<file path="config.mk">
export PLATFORM = sky130hd
export DESIGN_NAME = source_byte_tokenizer_flat
export DESIGN_NICKNAME = d
export VERILOG_FILES = /design/src/rtl/sbt_pkg.sv /design/src/rtl/sbt_if.sv /design/src/rtl/source_byte_tokenizer.sv /design/src/rtl/sbt_front.sv /design/src/rtl/sbt_queue.sv /design/src/rtl/sbt_back.sv /design/src/flat_wrapper.sv
export SDC_FILE = /design/constraint.sdc
export NUM_CORES = 1
export LEC_CHECK = 0
export ABC_AREA = 1
export BUFFER_PORTS_ARGS = -buffer_cell sky130_fd_sc_hd__buf_2
export CORE_MARGIN = 2
export CORE_UTILIZATION = 35
export CTS_CLUSTER_DIAMETER = 80
export DETAILED_ROUTE_END_ITERATION = 7
export PLACE_DENSITY_LB_ADDON = 0.12
export RECOVER_POWER = 25
export SLEW_MARGIN = 40
export SYNTH_ARGS = -nofsm -noshare
export SYNTH_HDL_FRONTEND = slang
export SYNTH_SLANG_ARGS = --single-unit
</file>
<file path="constraint.sdc">
create_clock -name clk -period 11.8 [get_ports clk]
set_input_delay 0.59 -clock clk [delete_from_list [all_inputs] [get_ports clk]]
set_output_delay 0.59 -clock clk [all_outputs]
set_load 0.02 [all_outputs]
</file>
<file path="src/rtl/sbt_pkg.sv">
package sbt_pkg;

    localparam int KEYWORD_CHARS = 8;
    localparam int LENGTH_BITS   = 16;
    localparam int LINE_BITS     = 24;
    localparam int VALUE_BITS    = 31;
    localparam int MAX_RESULTS   = 3;
    localparam int KW_COUNT      = 15;
    localparam int KW_IDX_W      = $clog2(KEYWORD_CHARS);

    localparam logic [LENGTH_BITS-1:0] LEN_MAX   = {LENGTH_BITS{1'b1}};
    localparam logic [LINE_BITS-1:0]   LINE_MAX  = {LINE_BITS{1'b1}};
    localparam logic [VALUE_BITS-1:0]  VAL_MAX   = {VALUE_BITS{1'b1}};

    // Token kinds
    localparam logic [5:0] KIND_IDENT   = 6'd0;
    localparam logic [5:0] KIND_INT     = 6'd1;
    localparam logic [5:0] KIND_CHAR    = 6'd2;
    localparam logic [5:0] KIND_STRING  = 6'd3;
    localparam logic [5:0] KIND_KW_BASE = 6'd4;
    localparam logic [5:0] KIND_PLUS    = 6'd19;
    localparam logic [5:0] KIND_MINUS   = 6'd20;
    localparam logic [5:0] KIND_MUL     = 6'd21;
    localparam logic [5:0] KIND_DIV     = 6'd22;
    localparam logic [5:0] KIND_LT      = 6'd23;
    localparam logic [5:0] KIND_LE      = 6'd24;
    localparam logic [5:0] KIND_GT      = 6'd25;
    localparam logic [5:0] KIND_GE      = 6'd26;
    localparam logic [5:0] KIND_EQEQ    = 6'd27;
    localparam logic [5:0] KIND_NE      = 6'd28;
    localparam logic [5:0] KIND_COLON   = 6'd29;
    localparam logic [5:0] KIND_ASSIGN  = 6'd30;
    localparam logic [5:0] KIND_SEMI    = 6'd31;
    localparam logic [5:0] KIND_COMMA   = 6'd32;
    localparam logic [5:0] KIND_LPAREN  = 6'd33;
    localparam logic [5:0] KIND_RPAREN  = 6'd34;
    localparam logic [5:0] KIND_LBRACK  = 6'd35;
    localparam logic [5:0] KIND_RBRACK  = 6'd36;
    localparam logic [5:0] KIND_LBRACE  = 6'd37;
    localparam logic [5:0] KIND_RBRACE  = 6'd38;

    // Error codes
    localparam logic [2:0] ERR_NONE       = 3'd0;
    localparam logic [2:0] ERR_EMPTY_CHAR = 3'd1;
    localparam logic [2:0] ERR_BAD_CHAR   = 3'd2;
    localparam logic [2:0] ERR_OPEN_CHAR  = 3'd3;
    localparam logic [2:0] ERR_EMPTY_STR  = 3'd4;
    localparam logic [2:0] ERR_BAD_STR    = 3'd5;
    localparam logic [2:0] ERR_LONE_BANG  = 3'd6;
    localparam logic [2:0] ERR_UNKNOWN    = 3'd7;

    // Byte codes
    localparam logic [7:0] CH_NL     = 8'd10;
    localparam logic [7:0] CH_SPACE  = 8'd32;
    localparam logic [7:0] CH_TILDE  = 8'd126;
    localparam logic [7:0] CH_DQUOTE = 8'd34;
    localparam logic [7:0] CH_QUOTE  = 8'd39;
    localparam logic [7:0] CH_UNDER  = 8'd95;

    typedef enum logic [3:0] {
        ST_IDLE, ST_IDENT, ST_NUM, ST_CH_OPEN, ST_CH_BODY, ST_CH_SKIP,
        ST_STR_OPEN, ST_STR_BODY, ST_LT, ST_GT, ST_EQ, ST_BANG
    } scan_state_t;

    typedef logic [KEYWORD_CHARS-1:0][7:0] kw_buf_t;

    typedef struct packed {
        logic [5:0]            kind;
        logic [2:0]            err;
        logic [LENGTH_BITS-1:0] len;
        logic [VALUE_BITS-1:0] val;
    } res_t;

    typedef struct packed {
        res_t [MAX_RESULTS-1:0] res;
        logic [LINE_BITS-1:0]   line;
        logic [1:0]             cnt;
    } bundle_t;

    function automatic res_t mk_res(logic [5:0] kind, logic [2:0] err,
                                    logic [LENGTH_BITS-1:0] len,
                                    logic [VALUE_BITS-1:0] val);
        res_t r;
        r.kind = kind;
        r.err  = err;
        r.len  = len;
        r.val  = val;
        return r;
    endfunction

    function automatic logic is_alpha(logic [7:0] b);
        return (b >= 8'h61 && b <= 8'h7a) || (b >= 8'h41 && b <= 8'h5a);
    endfunction

    function automatic logic is_digit(logic [7:0] b);
        return b >= 8'h30 && b <= 8'h39;
    endfunction

    function automatic logic is_word(logic [7:0] b);
        return is_alpha(b) || is_digit(b) || b == CH_UNDER;
    endfunction

    function automatic logic is_space(logic [7:0] b);
        return b == CH_SPACE || (b >= 8'd9 && b <= 8'd13);
    endfunction

    function automatic logic [7:0] to_lower(logic [7:0] b);
        return (b >= 8'h41 && b <= 8'h5a) ? b + 8'd32 : b;
    endfunction

    // Kind of a one-byte token that is emitted at once; identifier code if none
    function automatic logic [5:0] single_kind(logic [7:0] b);
        logic [5:0] k;
        k = KIND_IDENT;
        case (b)
            8'h2b: k = KIND_PLUS;
            8'h2d: k = KIND_MINUS;
            8'h2a: k = KIND_MUL;
            8'h2f: k = KIND_DIV;
            8'h3a: k = KIND_COLON;
            8'h3b: k = KIND_SEMI;
            8'h2c: k = KIND_COMMA;
            8'h28: k = KIND_LPAREN;
            8'h29: k = KIND_RPAREN;
            8'h5b: k = KIND_LBRACK;
            8'h5d: k = KIND_RBRACK;
            8'h7b: k = KIND_LBRACE;
            8'h7d: k = KIND_RBRACE;
            default: k = KIND_IDENT;
        endcase
        return k;
    endfunction

    function automatic scan_state_t start_state(logic [7:0] b);
        scan_state_t s;
        s = ST_IDLE;
        if (is_alpha(b) || b == CH_UNDER) s = ST_IDENT;
        else if (is_digit(b))             s = ST_NUM;
        else if (b == CH_QUOTE)           s = ST_CH_OPEN;
        else if (b == CH_DQUOTE)          s = ST_STR_OPEN;
        else if (b == 8'h3c)              s = ST_LT;
        else if (b == 8'h3e)              s = ST_GT;
        else if (b == 8'h3d)              s = ST_EQ;
        else if (b == 8'h21)              s = ST_BANG;
        return s;
    endfunction

    function automatic logic [63:0] kw_word(int i);
        logic [63:0] w;
        case (i)
            0:  w = "const";
            1:  w = "int";
            2:  w = "char";
            3:  w = "void";
            4:  w = "main";
            5:  w = "if";
            6:  w = "else";
            7:  w = "switch";
            8:  w = "case";
            9:  w = "default";
            10: w = "while";
            11: w = "for";
            12: w = "scanf";
            13: w = "printf";
            default: w = "return";
        endcase
        return w;
    endfunction

    function automatic int kw_len(int i);
        int l;
        case (i)
            0, 10, 12:     l = 5;
            1, 11:         l = 3;
            5:             l = 2;
            7, 13, 14:     l = 6;
            9:             l = 7;
            default:       l = 4;
        endcase
        return l;
    endfunction

    // Parallel compare of the lowercased buffer against every reserved word
    function automatic logic [5:0] kw_kind(kw_buf_t bufv, logic [LENGTH_BITS-1:0] len);
        logic [5:0]  k;
        logic        hit;
        logic [7:0]  ch;
        logic [63:0] w;
        k = KIND_IDENT;
        for (int i = 0; i < KW_COUNT; i++) begin
            w   = kw_word(i);
            hit = (len == LENGTH_BITS'(kw_len(i)));
            for (int j = 0; j < KEYWORD_CHARS; j++) begin
                if (j < kw_len(i)) ch = w[(kw_len(i) - 1 - j) * 8 +: 8];
                else               ch = 8'h00;
                if (bufv[j] != ch) hit = 1'b0;
            end
            if (hit && k == KIND_IDENT) k = 6'(KIND_KW_BASE + 6'(i));
        end
        return k;
    endfunction

endpackage

</file>
<file path="src/rtl/sbt_if.sv">
interface sbt_in_if;
    logic       valid;
    logic       ready;
    logic [7:0] in_byte;
    logic       end_of_input;

    modport source (output valid, output in_byte, output end_of_input, input ready);
    modport sink   (input valid, input in_byte, input end_of_input, output ready);
endinterface

interface sbt_out_if;
    logic        valid;
    logic        ready;
    logic [5:0]  token_kind;
    logic [2:0]  error_code;
    logic [15:0] token_length;
    logic [30:0] token_value;
    logic [23:0] line_number;
    logic        last_result;

    modport source (output valid, output token_kind, output error_code, output token_length,
                    output token_value, output line_number, output last_result,
                    input ready);
    modport sink   (input valid, input token_kind, input error_code, input token_length,
                    input token_value, input line_number, input last_result,
                    output ready);
endinterface

</file>
<file path="src/rtl/source_byte_tokenizer.sv">
// Byte-serial lexical scanner. One byte (or an end-of-input mark) is taken
// per cycle while the internal two-entry result queue has room; each byte
// yields zero to three result words, which leave one per cycle while the
// output is ready, with last_result set on the final word of that byte. A
// byte that yields at most one result sustains one byte per cycle if the
// output never stalls; one that yields more holds the output for each of
// its words, so the output port sets the long-run rate. Results pass through
// the queue registers. There is no clearing pass after reset.
module source_byte_tokenizer (
    input  logic      clk,
    input  logic      rst_n,
    sbt_in_if.sink    in_ch,
    sbt_out_if.source out_ch
);
    import sbt_pkg::*;

    logic    q_full;
    logic    push;
    bundle_t push_data;
    logic    pop;
    bundle_t head;
    logic    head_valid;

    sbt_front u_front (
        .clk       (clk),
        .rst_n     (rst_n),
        .in_ch     (in_ch),
        .q_full    (q_full),
        .push      (push),
        .push_data (push_data)
    );

    sbt_queue u_queue (
        .clk        (clk),
        .rst_n      (rst_n),
        .push       (push),
        .push_data  (push_data),
        .full       (q_full),
        .pop        (pop),
        .head       (head),
        .head_valid (head_valid)
    );

    sbt_back u_back (
        .clk        (clk),
        .rst_n      (rst_n),
        .head       (head),
        .head_valid (head_valid),
        .pop        (pop),
        .out_ch     (out_ch)
    );

endmodule

</file>
<file path="src/rtl/sbt_front.sv">
module sbt_front (
    input  logic             clk,
    input  logic             rst_n,
    sbt_in_if.sink           in_ch,
    input  logic             q_full,
    output logic             push,
    output sbt_pkg::bundle_t push_data
);
    import sbt_pkg::*;

    scan_state_t            state_reg, state_next;
    kw_buf_t                kw_reg, kw_next;
    logic [LENGTH_BITS-1:0] len_reg, len_next;
    logic [VALUE_BITS-1:0]  val_reg, val_next;
    logic [LINE_BITS-1:0]   line_reg, line_next;
    logic                   cerr_reg, cerr_next;
    res_t [MAX_RESULTS-1:0] res_v;
    logic [1:0]             n_v;
    logic                   fire;
    logic [7:0]             b;
    logic                   eof;

    assign in_ch.ready = !q_full;
    assign fire        = in_ch.valid && in_ch.ready;
    assign b           = in_ch.in_byte;
    assign eof         = in_ch.end_of_input;

    // Next scan state
    always_comb
    begin
        state_next = state_reg;
        unique case (state_reg)
            ST_IDLE:
                if (!eof) state_next = start_state(b);
            ST_IDENT:
                if (eof)               state_next = ST_IDLE;
                else if (!is_word(b))  state_next = start_state(b);
            ST_NUM:
                if (eof)               state_next = ST_IDLE;
                else if (!is_digit(b)) state_next = start_state(b);
            ST_CH_OPEN:
                state_next = (eof || b == CH_QUOTE) ? ST_IDLE : ST_CH_BODY;
            ST_CH_BODY:
                state_next = (eof || b == CH_QUOTE) ? ST_IDLE : ST_CH_SKIP;
            ST_CH_SKIP:
                if (eof || b == CH_QUOTE) state_next = ST_IDLE;
            ST_STR_OPEN:
                state_next = (eof || b == CH_DQUOTE) ? ST_IDLE : ST_STR_BODY;
            ST_STR_BODY:
                if (eof || b == CH_DQUOTE) state_next = ST_IDLE;
            ST_LT, ST_GT, ST_EQ:
                if (eof || b == 8'h3d) state_next = ST_IDLE;
                else                   state_next = start_state(b);
            ST_BANG:
                state_next = ST_IDLE;
            default:
                state_next = ST_IDLE;
        endcase
    end

    // Results and datapath for the current byte
    always_comb
    begin : data_comb
        logic        do_start;
        logic [34:0] acc;
        logic [5:0]  sk;
        logic        legal;
        do_start  = 1'b0;
        n_v       = 2'd0;
        res_v     = '0;
        kw_next   = kw_reg;
        len_next  = len_reg;
        val_next  = val_reg;
        line_next = line_reg;
        cerr_next = cerr_reg;
        acc       = '0;
        sk        = KIND_IDENT;
        legal     = 1'b0;

        unique case (state_reg)
            ST_IDLE:
                do_start = !eof;
            ST_IDENT:
                if (!eof && is_word(b))
                begin
                    if (len_reg < LENGTH_BITS'(KEYWORD_CHARS))
                        kw_next[len_reg[KW_IDX_W-1:0]] = to_lower(b);
                    if (len_reg != LEN_MAX) len_next = len_reg + 1'b1;
                end
                else
                begin
                    res_v[n_v] = mk_res(kw_kind(kw_reg, len_reg), ERR_NONE, len_reg, '0);
                    n_v        = n_v + 2'd1;
                    do_start   = !eof;
                end
            ST_NUM:
                if (!eof && is_digit(b))
                begin
                    acc = ({4'b0, val_reg} << 3) + ({4'b0, val_reg} << 1)
                        + {31'b0, b[3:0]};
                    val_next = (acc > {4'b0, VAL_MAX}) ? VAL_MAX : acc[VALUE_BITS-1:0];
                    if (len_reg != LEN_MAX) len_next = len_reg + 1'b1;
                end
                else
                begin
                    res_v[n_v] = mk_res(KIND_INT, ERR_NONE, len_reg, val_reg);
                    n_v        = n_v + 2'd1;
                    do_start   = !eof;
                end
            ST_CH_OPEN:
                if (eof || b == CH_QUOTE)
                begin
                    res_v[n_v] = mk_res(KIND_IDENT, eof ? ERR_OPEN_CHAR : ERR_EMPTY_CHAR,
                                        '0, '0);
                    n_v        = n_v + 2'd1;
                    res_v[n_v] = mk_res(KIND_CHAR, ERR_NONE, '0, '0);
                    n_v        = n_v + 2'd1;
                end
                else
                begin
                    legal = is_word(b) || single_kind(b) == KIND_PLUS
                         || single_kind(b) == KIND_MINUS || single_kind(b) == KIND_MUL
                         || single_kind(b) == KIND_DIV;
                    cerr_next = !legal;
                    val_next  = {23'b0, b};
                    len_next  = LENGTH_BITS'(1);
                end
            ST_CH_BODY:
            begin
                if (cerr_reg)
                begin
                    res_v[n_v] = mk_res(KIND_IDENT, ERR_BAD_CHAR, '0, '0);
                    n_v        = n_v + 2'd1;
                    cerr_next  = 1'b0;
                end
                if (!eof && b == CH_QUOTE)
                begin
                    res_v[n_v] = mk_res(KIND_CHAR, ERR_NONE, LENGTH_BITS'(1), val_reg);
                    n_v        = n_v + 2'd1;
                end
                else
                begin
                    res_v[n_v] = mk_res(KIND_IDENT, ERR_OPEN_CHAR, '0, '0);
                    n_v        = n_v + 2'd1;
                    if (eof)
                    begin
                        res_v[n_v] = mk_res(KIND_CHAR, ERR_NONE, LENGTH_BITS'(1), val_reg);
                        n_v        = n_v + 2'd1;
                    end
                end
            end
            ST_CH_SKIP:
                if (eof || b == CH_QUOTE)
                begin
                    res_v[n_v] = mk_res(KIND_CHAR, ERR_NONE, LENGTH_BITS'(1), val_reg);
                    n_v        = n_v + 2'd1;
                end
            ST_STR_OPEN:
                if (eof || b == CH_DQUOTE)
                begin
                    res_v[n_v] = mk_res(KIND_IDENT, ERR_EMPTY_STR, '0, '0);
                    n_v        = n_v + 2'd1;
                    res_v[n_v] = mk_res(KIND_STRING, ERR_NONE, '0, '0);
                    n_v        = n_v + 2'd1;
                end
                else
                begin
                    if (b < CH_SPACE || b > CH_TILDE)
                    begin
                        res_v[n_v] = mk_res(KIND_IDENT, ERR_BAD_STR, '0, '0);
                        n_v        = n_v + 2'd1;
                    end
                    len_next = LENGTH_BITS'(1);
                end
            ST_STR_BODY:
                if (eof || b == CH_DQUOTE)
                begin
                    res_v[n_v] = mk_res(KIND_STRING, ERR_NONE, len_reg, '0);
                    n_v        = n_v + 2'd1;
                end
                else
                begin
                    if (b < CH_SPACE || b > CH_TILDE)
                    begin
                        res_v[n_v] = mk_res(KIND_IDENT, ERR_BAD_STR, '0, '0);
                        n_v        = n_v + 2'd1;
                    end
                    if (len_reg != LEN_MAX) len_next = len_reg + 1'b1;
                end
            ST_LT, ST_GT, ST_EQ:
                if (!eof && b == 8'h3d)
                begin
                    res_v[n_v] = mk_res((state_reg == ST_LT) ? KIND_LE :
                                        (state_reg == ST_GT) ? KIND_GE : KIND_EQEQ,
                                        ERR_NONE, LENGTH_BITS'(2), '0);
                    n_v        = n_v + 2'd1;
                end
                else
                begin
                    res_v[n_v] = mk_res((state_reg == ST_LT) ? KIND_LT :
                                        (state_reg == ST_GT) ? KIND_GT : KIND_ASSIGN,
                                        ERR_NONE, LENGTH_BITS'(1), '0);
                    n_v        = n_v + 2'd1;
                    do_start   = !eof;
                end
            ST_BANG:
            begin
                if (!eof && b == 8'h3d)
                    res_v[n_v] = mk_res(KIND_NE, ERR_NONE, LENGTH_BITS'(2), '0);
                else
                    res_v[n_v] = mk_res(KIND_IDENT, ERR_LONE_BANG, '0, '0);
                n_v = n_v + 2'd1;
            end
            default:
                do_start = 1'b0;
        endcase

        // Classify a byte met between tokens
        if (do_start)
        begin
            sk = single_kind(b);
            if (is_space(b))
            begin
                if (b == CH_NL && line_reg != LINE_MAX) line_next = line_reg + 1'b1;
            end
            else if (is_alpha(b) || b == CH_UNDER)
            begin
                kw_next    = '0;
                kw_next[0] = to_lower(b);
                len_next   = LENGTH_BITS'(1);
            end
            else if (is_digit(b))
            begin
                len_next = LENGTH_BITS'(1);
                val_next = {27'b0, b[3:0]};
            end
            else if (b == CH_QUOTE)
            begin
                len_next  = '0;
                val_next  = '0;
                cerr_next = 1'b0;
            end
            else if (b == CH_DQUOTE)
            begin
                len_next = '0;
                val_next = '0;
            end
            else if (start_state(b) == ST_IDLE)
            begin
                if (sk != KIND_IDENT)
                    res_v[n_v] = mk_res(sk, ERR_NONE, LENGTH_BITS'(1), '0);
                else
                    res_v[n_v] = mk_res(KIND_IDENT, ERR_UNKNOWN, '0, '0);
                n_v = n_v + 2'd1;
            end
        end
    end

    // Hand finished results to the queue
    assign push           = fire && (n_v != 2'd0);
    assign push_data.res  = res_v;
    assign push_data.line = line_reg;
    assign push_data.cnt  = n_v;

    // Advance scan state on each accepted word
    always_ff @(posedge clk or negedge rst_n)
    begin
        if (!rst_n)
        begin
            state_reg <= ST_IDLE;
            kw_reg    <= '0;
            len_reg   <= '0;
            val_reg   <= '0;
            line_reg  <= LINE_BITS'(1);
            cerr_reg  <= 1'b0;
        end
        else if (fire)
        begin
            state_reg <= state_next;
            kw_reg    <= kw_next;
            len_reg   <= len_next;
            val_reg   <= val_next;
            line_reg  <= line_next;
            cerr_reg  <= cerr_next;
        end
    end

endmodule

</file>
<file path="src/rtl/sbt_queue.sv">
module sbt_queue (
    input  logic             clk,
    input  logic             rst_n,
    input  logic             push,
    input  sbt_pkg::bundle_t push_data,
    output logic             full,
    input  logic             pop,
    output sbt_pkg::bundle_t head,
    output logic             head_valid
);
    import sbt_pkg::*;

    bundle_t    mem_reg [2];
    logic       wr_ptr_reg;
    logic       rd_ptr_reg;
    logic [1:0] count_reg;

    assign full       = count_reg == 2'd2;
    assign head_valid = count_reg != 2'd0;
    assign head       = mem_reg[rd_ptr_reg];

    // Store a pushed bundle
    always_ff @(posedge clk)
    begin
        if (push)
            mem_reg[wr_ptr_reg] <= push_data;
    end

    // Track pointers and fill
    always_ff @(posedge clk or negedge rst_n)
    begin
        if (!rst_n)
        begin
            wr_ptr_reg <= 1'b0;
            rd_ptr_reg <= 1'b0;
            count_reg  <= 2'd0;
        end
        else
        begin
            if (push) wr_ptr_reg <= !wr_ptr_reg;
            if (pop)  rd_ptr_reg <= !rd_ptr_reg;
            if (push && !pop)      count_reg <= count_reg + 2'd1;
            else if (pop && !push) count_reg <= count_reg - 2'd1;
        end
    end

endmodule

</file>
<file path="src/rtl/sbt_back.sv">
module sbt_back (
    input  logic             clk,
    input  logic             rst_n,
    input  sbt_pkg::bundle_t head,
    input  logic             head_valid,
    output logic             pop,
    sbt_out_if.source        out_ch
);
    import sbt_pkg::*;

    logic [1:0] idx_reg, idx_next;
    logic       last;
    logic       fire;
    res_t       cur;

    assign cur  = head.res[idx_reg];
    assign last = idx_reg == (head.cnt - 2'd1);
    assign fire = out_ch.valid && out_ch.ready;
    assign pop  = fire && last;

    assign out_ch.valid        = head_valid;
    assign out_ch.token_kind   = cur.kind;
    assign out_ch.error_code   = cur.err;
    assign out_ch.token_length = cur.len;
    assign out_ch.token_value  = cur.val;
    assign out_ch.line_number  = head.line;
    assign out_ch.last_result  = last;

    // Step through the results of the head bundle
    always_comb
    begin
        idx_next = idx_reg;
        if (fire) idx_next = last ? 2'd0 : idx_reg + 2'd1;
    end

    always_ff @(posedge clk or negedge rst_n)
    begin
        if (!rst_n) idx_reg <= 2'd0;
        else        idx_reg <= idx_next;
    end

endmodule

</file>
<file path="src/flat_wrapper.sv">
// flat-port wrapper written by rule: the top's interface ports become plain ports
module source_byte_tokenizer_flat import sbt_pkg::*;
  (clk, rst_n, in_ch_valid, in_ch_in_byte, in_ch_end_of_input, in_ch_ready, out_ch_valid, out_ch_token_kind, out_ch_error_code, out_ch_token_length, out_ch_token_value, out_ch_line_number, out_ch_last_result, out_ch_ready);
  sbt_in_if in_ch_i ();
  sbt_out_if out_ch_i ();
  input  logic clk;
  input  logic rst_n;
  input wire logic [$bits(in_ch_i.valid)-1:0] in_ch_valid;
  input wire logic [$bits(in_ch_i.in_byte)-1:0] in_ch_in_byte;
  input wire logic [$bits(in_ch_i.end_of_input)-1:0] in_ch_end_of_input;
  output wire logic [$bits(in_ch_i.ready)-1:0] in_ch_ready;
  output wire logic [$bits(out_ch_i.valid)-1:0] out_ch_valid;
  output wire logic [$bits(out_ch_i.token_kind)-1:0] out_ch_token_kind;
  output wire logic [$bits(out_ch_i.error_code)-1:0] out_ch_error_code;
  output wire logic [$bits(out_ch_i.token_length)-1:0] out_ch_token_length;
  output wire logic [$bits(out_ch_i.token_value)-1:0] out_ch_token_value;
  output wire logic [$bits(out_ch_i.line_number)-1:0] out_ch_line_number;
  output wire logic [$bits(out_ch_i.last_result)-1:0] out_ch_last_result;
  input wire logic [$bits(out_ch_i.ready)-1:0] out_ch_ready;
  assign in_ch_i.valid = in_ch_valid;
  assign in_ch_i.in_byte = in_ch_in_byte;
  assign in_ch_i.end_of_input = in_ch_end_of_input;
  assign in_ch_ready = in_ch_i.ready;
  assign out_ch_valid = out_ch_i.valid;
  assign out_ch_token_kind = out_ch_i.token_kind;
  assign out_ch_error_code = out_ch_i.error_code;
  assign out_ch_token_length = out_ch_i.token_length;
  assign out_ch_token_value = out_ch_i.token_value;
  assign out_ch_line_number = out_ch_i.line_number;
  assign out_ch_last_result = out_ch_i.last_result;
  assign out_ch_i.ready = out_ch_ready;
  source_byte_tokenizer u_core (.clk(clk), .rst_n(rst_n), .in_ch(in_ch_i), .out_ch(out_ch_i));
endmodule
</file>
==> summary.txt, run 1 <==
Outcome
  • Status: complete, but fails checks
  • Violated checks: max-capacitance violations, max-slew violations

STA
  • Max Clock Skew: 0.02361 ns
  • RSZ-0062 raised after global routing: false
  • Fin Hold WS: about 0.42 ns
  • Final min period: about 6.5 ns
  • Max-slew headroom: -141.9%
  • Final period util: 55.34%
  • Measured slew at the worst slew-check pin: 3.628 ns
  • Pins Over Slew Limit: between 150 and 200
  • Final WS setup: between 5 and 6 ns
  • Fmax: ~150 MHz
  • Hold Violations, Final: 0
  • # setup viols final: 0
  • Setup TNS: 0 ns

Final layout
  • Final Non-Filler Cells: 4238
  • Max reg flops: roughly 320
  • # nets final: 3313
  • Layout fillers: roughly 7600
  • Share of layout cells above drive strength 1: between 8 and 9%
  • Final Cell Area: around 0.030 mm2
  • P&R area growth vs syn: 13.11%

Clock network
  • Clk sink count: between 400 and 500
  • CTS tree: yes
  • H-tree depth: 2
  • Cts bufs inserted: between 50 and 60
  • Clock slew at reported path FFs: roughly 0.060 ns
  • Post-CTS sizing: 0
  • Hold_buf cts: 0
  • Postcts setup bufs: 0
  • CTS Root Buffer Type: clkbuf_16
  • Clk Latency, worst-skew pair: slightly above 0.6 ns
  • CTS Buffer Depth: 3

Route
  • DRT Pass-1 Iters: 5
  • Post-route ant nets: 0
  • Vias per cell: between 5 and 6
  • DRT iter0 DRCs: roughly 1900
  • DR vias: ~22000
  • WL/cell: 19.95 um
  • Drt total wl: 84560 um
  • DRC Markers: 0

Yosys
  • Sequential area share after synthesis: between 50 and 60%
  • Yosys reg bits: ~470
  • Syn Std Cell Area: 0.02626 mm2
  • Mapped Avg Cell Area: around 8.3 um2
  • Synth cell types: between 60 and 70
  • Post-synth EDFFs: about 320
  • Post-Syn Nets: between 3000 and 4000
  • Ys async rst share: a little over 30%
  • Top_reg_cell synth: edfxtp_1
  • Yosys warns: 0
  • Syn Inst Count: 3171

Placement
  • Post-DP HPWL: 59300 um
  • DP Area: approximately 0.028 mm2
  • # placed instances: approximately 4100
  • GPL Wtd Cong: around 0.9
  • Port bufs: 95
  • Worst slack, placed: around 6.6 ns

GRT
  • Largest net degree at the start of global routing: 99
  • Vias in the first global route: 21487
  • Total gr overflow: 0
  • Global Route Usage Sum: 21.52%
  • Initial antenna violation count: 4
  • First-pass GRT wire length: 130200 um

Die
  • Rows: 100
  • Die H: 277.9 um
  • Die width: about 280 um
  • Core Region: between 0.07 and 0.08 mm2
  • Full die area: about 0.077 mm2
  • Initial core utilization: between 30% and 40%
  • Ports: between 90 and 100

Worst setup path
  • Max FO, Critical Path: 76
  • Worst setup path class: reg -> reg
  • Critical Path RT: 12.03 ns
  • Crit path capture type: register
  • Startpoint Class: register
  • CP Data Arrival Time: about 6.8 ns

Min path
  • Hold crit path type: in -> reg

Pwr
  • Worst vdd ir: roughly 0.13 mV
  • Pwr dens: between 200 and 250 mW/mm2
  • Lkg Pwr: between 10 and 15 nW

Job
  • Maxcap violations: 3
## stage by stage
stage | utilization (%) | total power [mW]
floorplan | - | 4.445
global placement | 37.12 | 5.471
detailed placement | 37.23 | 5.489
CTS | 39.95 | 7.371
global route | 39.97 | 7.770
finish | 39.97 | 7.303
## power breakdown
group | total, mW | internal, mW | switching [mW]
Combinational | 2.98 | 0.820 | 2.16
Sequential | 2.46 | 2.17 | 0.285
Clock | 1.86 | 1.13 | 0.729
Total | 7.30 | 4.12 | 3.18
## layout by cell type, fill, tap and decap left out, types with 6 or more instances in the layout
cell type  instances
nand2_1          803
nor2_1           411
edfxtp_1         322
inv_1            305
o21ai_0          291
dfrtp_1          144
nand3_1          122
nor3_1           114
buf_2             94
ha_1              76
o22ai_1           70
a21oi_1           58
clkbuf_16         56
nand4_1           53
o21ai_1           43
xor2_1            33
xnor2_1           23
o221ai_1          21
inv_2             18
buf_4             17
nor2_2            12
o21a_1            12
clkinv_2          12
bufinv_16         11
nand2_2            9
a22oi_1            9
clkinv_1           8
nor2_4             8
nor4_1             7
a221oi_1           6
o21bai_1           6
## worst max-delay path: stages (launching register included)
cell and delay (ns):
dfrtp_1 0.42, inv_1 0.12, nor2_1 0.09, nand2_2 0.06, clkbuf_1 2.44, o21ai_0 0.22, a21oi_1 0.25, nand3_1 0.11
nor2_2 0.19, ha_1 0.16, inv_1 0.04, nand2_1 0.05, nand2_1 0.06, nand2_1 0.08, nand2_1 0.12, nor2_4 0.14
buf_8 0.19, buf_4 0.65, buf_6 0.67
## worst paths after layout
check | start | to | slack (ns) | cells past startpoint
setup / recovery | u_core.u_front.state_reg[2] | u_core.u_queue.mem_reg[1][46] | 5.27 | 18
hold / removal | out_ch_ready | u_core.u_back.idx_reg[0] | 0.42 | 5
setup reg to reg | u_core.u_front.state_reg[2] | u_core.u_queue.mem_reg[1][46] | 5.27 | 18
hold reg to reg | u_core.u_queue.count_reg[0] | u_core.u_queue.count_reg[0] | 0.48 | 1
max in group asynchronous | rst_n | u_core.u_front.kw_reg[15] | 6.35 | 3
min in group asynchronous | rst_n | u_core.u_front.val_reg[26] | 1.12 | 2
## layer usage
metal | global-route usage, % | part of all wire [%]
met1 | 31.87 | 48
met2 | 33.38 | 44
met3 | 3.324 | 5.5
met4 | 4.116 | 1.8
met5 | 0 | 0.013
## synth_stat cells (5+ instances only)
| library cell | instances | share of area [%] |
|---|---|---|
| clkinv_1 | 6 | 0.086 |
| nand2_2 | 8 | 0.19 |
| o22ai_1 | 70 | 1.7 |
| o21a_1 | 12 | 0.34 |
| o21bai_1 | 6 | 0.17 |
| inv_1 | 307 | 4.4 |
| buf_2 | 21 | 0.40 |
| nand4_1 | 53 | 1.3 |
| dfrtp_1 | 145 | 14 |
| a221oi_1 | 6 | 0.20 |
| nor4_1 | 8 | 0.19 |
| nand2_1 | 805 | 12 |
| a21oi_1 | 59 | 1.1 |
| nor2_2 | 9 | 0.21 |
| ha_1 | 76 | 3.6 |
| a22oi_1 | 9 | 0.26 |
| o21ai_0 | 291 | 5.5 |
| inv_2 | 16 | 0.23 |
| nand3b_1 | 5 | 0.14 |
| buf_1 | 14 | 0.20 |
| xnor2_1 | 23 | 0.77 |
| o211ai_1 | 5 | 0.14 |
| o221ai_1 | 21 | 0.70 |
| buf_4 | 11 | 0.31 |
| xor2_1 | 33 | 1.1 |
| nand3_1 | 122 | 2.3 |
| o21ai_1 | 43 | 0.82 |
| clkbuf_1 | 76 | 1.1 |
| nor3_1 | 115 | 2.2 |
| edfxtp_1 | 322 | 37 |
| nor2_4 | 6 | 0.26 |
| nor2_1 | 416 | 5.9 |
## kinds of logic after synthesis
| family | after synthesis | synth area share [%] |
|---|---|---|
| XOR/XNOR | 56 | 1.867 |
| adder cells (fa/ha/maj) | 78 | 3.773 |
| flip-flops | 468 | 50.73 |
| multiplexers | 1 | 0.03811 |
| AO/OA/AOI/OAI | 538 | 11.46 |
| AND/OR/NAND/NOR | 1573 | 25.21 |
| buffers and inverters | 457 | 6.917 |
## layout make-up
cell class,instances,area (um2),area share [%]
multi-input cells,2246,11170,37.61
clock buffers,60,1436,4.835
diodes,2,5.005,0.01685
clock inverters,41,583.1,1.963
inverters,330,1251,4.212
repair buffers,122,718.2,2.418
flip-flops and latches,468,13330,44.87
well taps,969,1212,4.081
(Power assumes the default switching activity.)
==> run 2: changes to the inputs <==
- clock period: 11.8 -> 5.5 ns (I/O delays scaled with it)
==> run 2 against run 1 <==
The flow still finishes with violations (max-capacitance violations, max-slew violations). Cell count about the same. Clock skew decreased by 0.0054 ns. Sequential power increased by 110%. Worst setup slack got worse by 3.7 ns. Critical endpoint is now u_core.u_queue.rd_ptr_reg.
==> summary.txt, run 2 (synthesized netlist as in run 1, its figures left out) <==
Route
  • DRT iter0 DRCs: 1808
  • Vias per cell: 5.249
  • Drt total wl: about 85000 um
  • DRT Pass-1 Iters: 6
  • DR vias: ~22000
  • DRC Markers: 0
  • Post-route ant nets: 0
  • WL/cell: 20.04 um

GRT
  • First-pass GRT wire length: about 130000 um
  • Vias in the first global route: about 22000
  • Largest net degree at the start of global routing: between 100 and 150
  • Global Route Usage Sum: between 20% and 30%
  • Total gr overflow: 0
  • Initial antenna violation count: 4

Pwr
  • Pwr dens: about 520 mW/mm2
  • Worst vdd ir: about 0.24 mV
  • Lkg Pwr: between 10 and 15 nW

Outcome
  • Status: complete, but fails checks
  • Violated checks: max-capacitance violations, max-slew violations

Placement
  • # placed instances: around 4100
  • Post-DP HPWL: 60360 um
  • GPL Wtd Cong: ~0.95
  • DP Area: around 0.028 mm2
  • Port bufs: 95

Worst setup path
  • Critical path's top delay family: buffers and inverters
  • CP Data Arrival Time: about 4.5 ns
  • Crit path buf inv count: 3
  • Levels on crit path: 3
  • Critical Path RT: approximately 6 ns
  • Crit path capture type: async pin
  • Startpoint Class: primary input
  • Largest stage delay on the critical path: approximately 2.6 ns
  • Max FO, Critical Path: 64
  • Worst setup path class: in -> async
  • End of the worst register-to-register path: u_core.u_queue.mem_reg[1][98]
  • R2R setup slack: roughly 1.8 ns
  • RR Startpoint: u_core.u_front.state_reg[2]
  • Max stage delay cell, worst path: clkbuf_1
  • CP cell instances: dlygate4sd3_1 > clkbuf_1 > buf_4
  • Reg2reg path depth: 16

Final layout
  • Most frequent cells in the layout: nand2_1, nor2_1, edfxtp_1
  • Layout Utilization: ~40%
  • # nets final: 3312
  • Final Cell Area: 0.02939 mm2
  • Final Non-Filler Cells: about 4200
  • Commonest non-fill, non-tap cell in the layout: nand2_1
  • Share of layout cells above drive strength 1: 8.178%
  • P&R area growth vs syn: 11.90%
  • Max reg flops: about 320

Min path
  • Hold crit path type: in -> reg
  • Endpoint, Worst Hold: u_core.u_back.idx_reg[0]
  • Hold Path Cell Cnt: 5
  • Hold path startpoint: out_ch_ready

STA
  • Final period util: about 70%
  • Max Clock Skew: around 0.018 ns
  • Hold Violations, Final: 0
  • Final min period: a little under 4 ns
  • # setup viols final: 0
  • RSZ-0062 raised after global routing: false
  • Pins Over Slew Limit: 65
  • Max-slew headroom: -155.4%
  • Measured slew at the worst slew-check pin: roughly 3.8 ns
  • Fmax: 257.5 MHz
  • Setup TNS: 0 ns

Clock network
  • Postcts setup bufs: 0
  • Clk Latency, worst-skew pair: between 0.6 and 0.7 ns
  • H-tree depth: 2
  • Clk sink count: 468
  • Hold_buf cts: 1
  • CTS Buffer Depth: 3
  • Post-CTS sizing: 0
  • Cts bufs inserted: 53
  • Clock slew at reported path FFs: around 0.060 ns
  • CTS Root Buffer Type: clkbuf_16
  • CTS tree: yes

Die
  • Die H: 277.9 um
  • Rows: 100
  • Full die area: between 0.07 and 0.08 mm2
  • Ports: 96
  • Initial core utilization: 35.34%
  • Die width: 277.9 um
  • Core Region: around 0.074 mm2

Job
  • Maxcap violations: 1
-- run 2: changes by cell type in the layout (fill, tap and decap cells not counted), moves of 3 or more --
cell and delta:
clkbuf_1 +15, bufinv_16 -7, buf_4 +6, buf_6 -5, inv_6 -5, clkinv_2 -4, buf_12 +3, clkbuf_16 -3
clkinv_1 +3
-- run 2: cell type report --
cell class                 count  area [um2]
timing repair buffer         122       714.4
antenna                        3       7.507
sequential                   468       13330
fill                        7607       44930
inverter                     330        1247
multi-input combinational   2246       11180
clock buffer                  73        1431
clock inverter                26       267.8
tap                          969        1212
-- run 2: power by group --
part / switching, mW / leakage (nW) / internal [mW]
Clock: 1.46 / 0.826 / 2.02
Combinational: 4.71 / 6.50 / 1.77
Sequential: 0.603 / 4.92 / 4.66
Total: 6.77 / 12.2 / 8.44
-- run 2: worst max path at each step --
stage,startpoint,end
6_report,rst_n,u_core.u_queue.rd_ptr_reg
5_1_grt,rst_n,u_core.u_queue.rd_ptr_reg
4_1_cts,u_core.u_queue.rd_ptr_reg,out_ch_token_value[11]
3_5_place_dp,in_ch_in_byte[4],u_core.u_queue.mem_reg[1][108]
3_3_place_gp,in_ch_in_byte[4],u_core.u_queue.mem_reg[1][110]
2_1_floorplan,in_ch_in_byte[5],u_core.u_queue.mem_reg[0][0]
-- run 2: per-layer routing --
layer	vias to the layer above	GRT usage [%]	routed length (um)
li1	10777	-	-
met1	10798	31.25	40790
met2	555	33.72	37630
met3	108	3.719	4739
met4	4	4.809	1730
met5	-	0	22
-- run 2: through the flow --
step | hold slack, ns | total power, mW | setup WS [ns]
2_1_floorplan | -0.02059 | 9.474 | 0.5242
3_3_place_gp | 0.3355 | 11.82 | 1.779
3_5_place_dp | 0.3393 | 11.85 | 1.707
4_1_cts | 0.07541 | 15.36 | 1.658
5_1_grt | 0.1024 | 16.20 | 0.8308
6_report | 0.09497 | 15.22 | 1.617
-- run 2: worst reg2reg max path: cells and delay by family (launching register included) --
| family | cells | cell delay (ns) |
|---|---|---|
| flip-flops | 1 | 0.41 |
| adder cells (fa/ha/maj) | 1 | 0.18 |
| buffers and inverters | 5 | 0.85 |
| AND/OR/NAND/NOR | 10 | 1.75 |
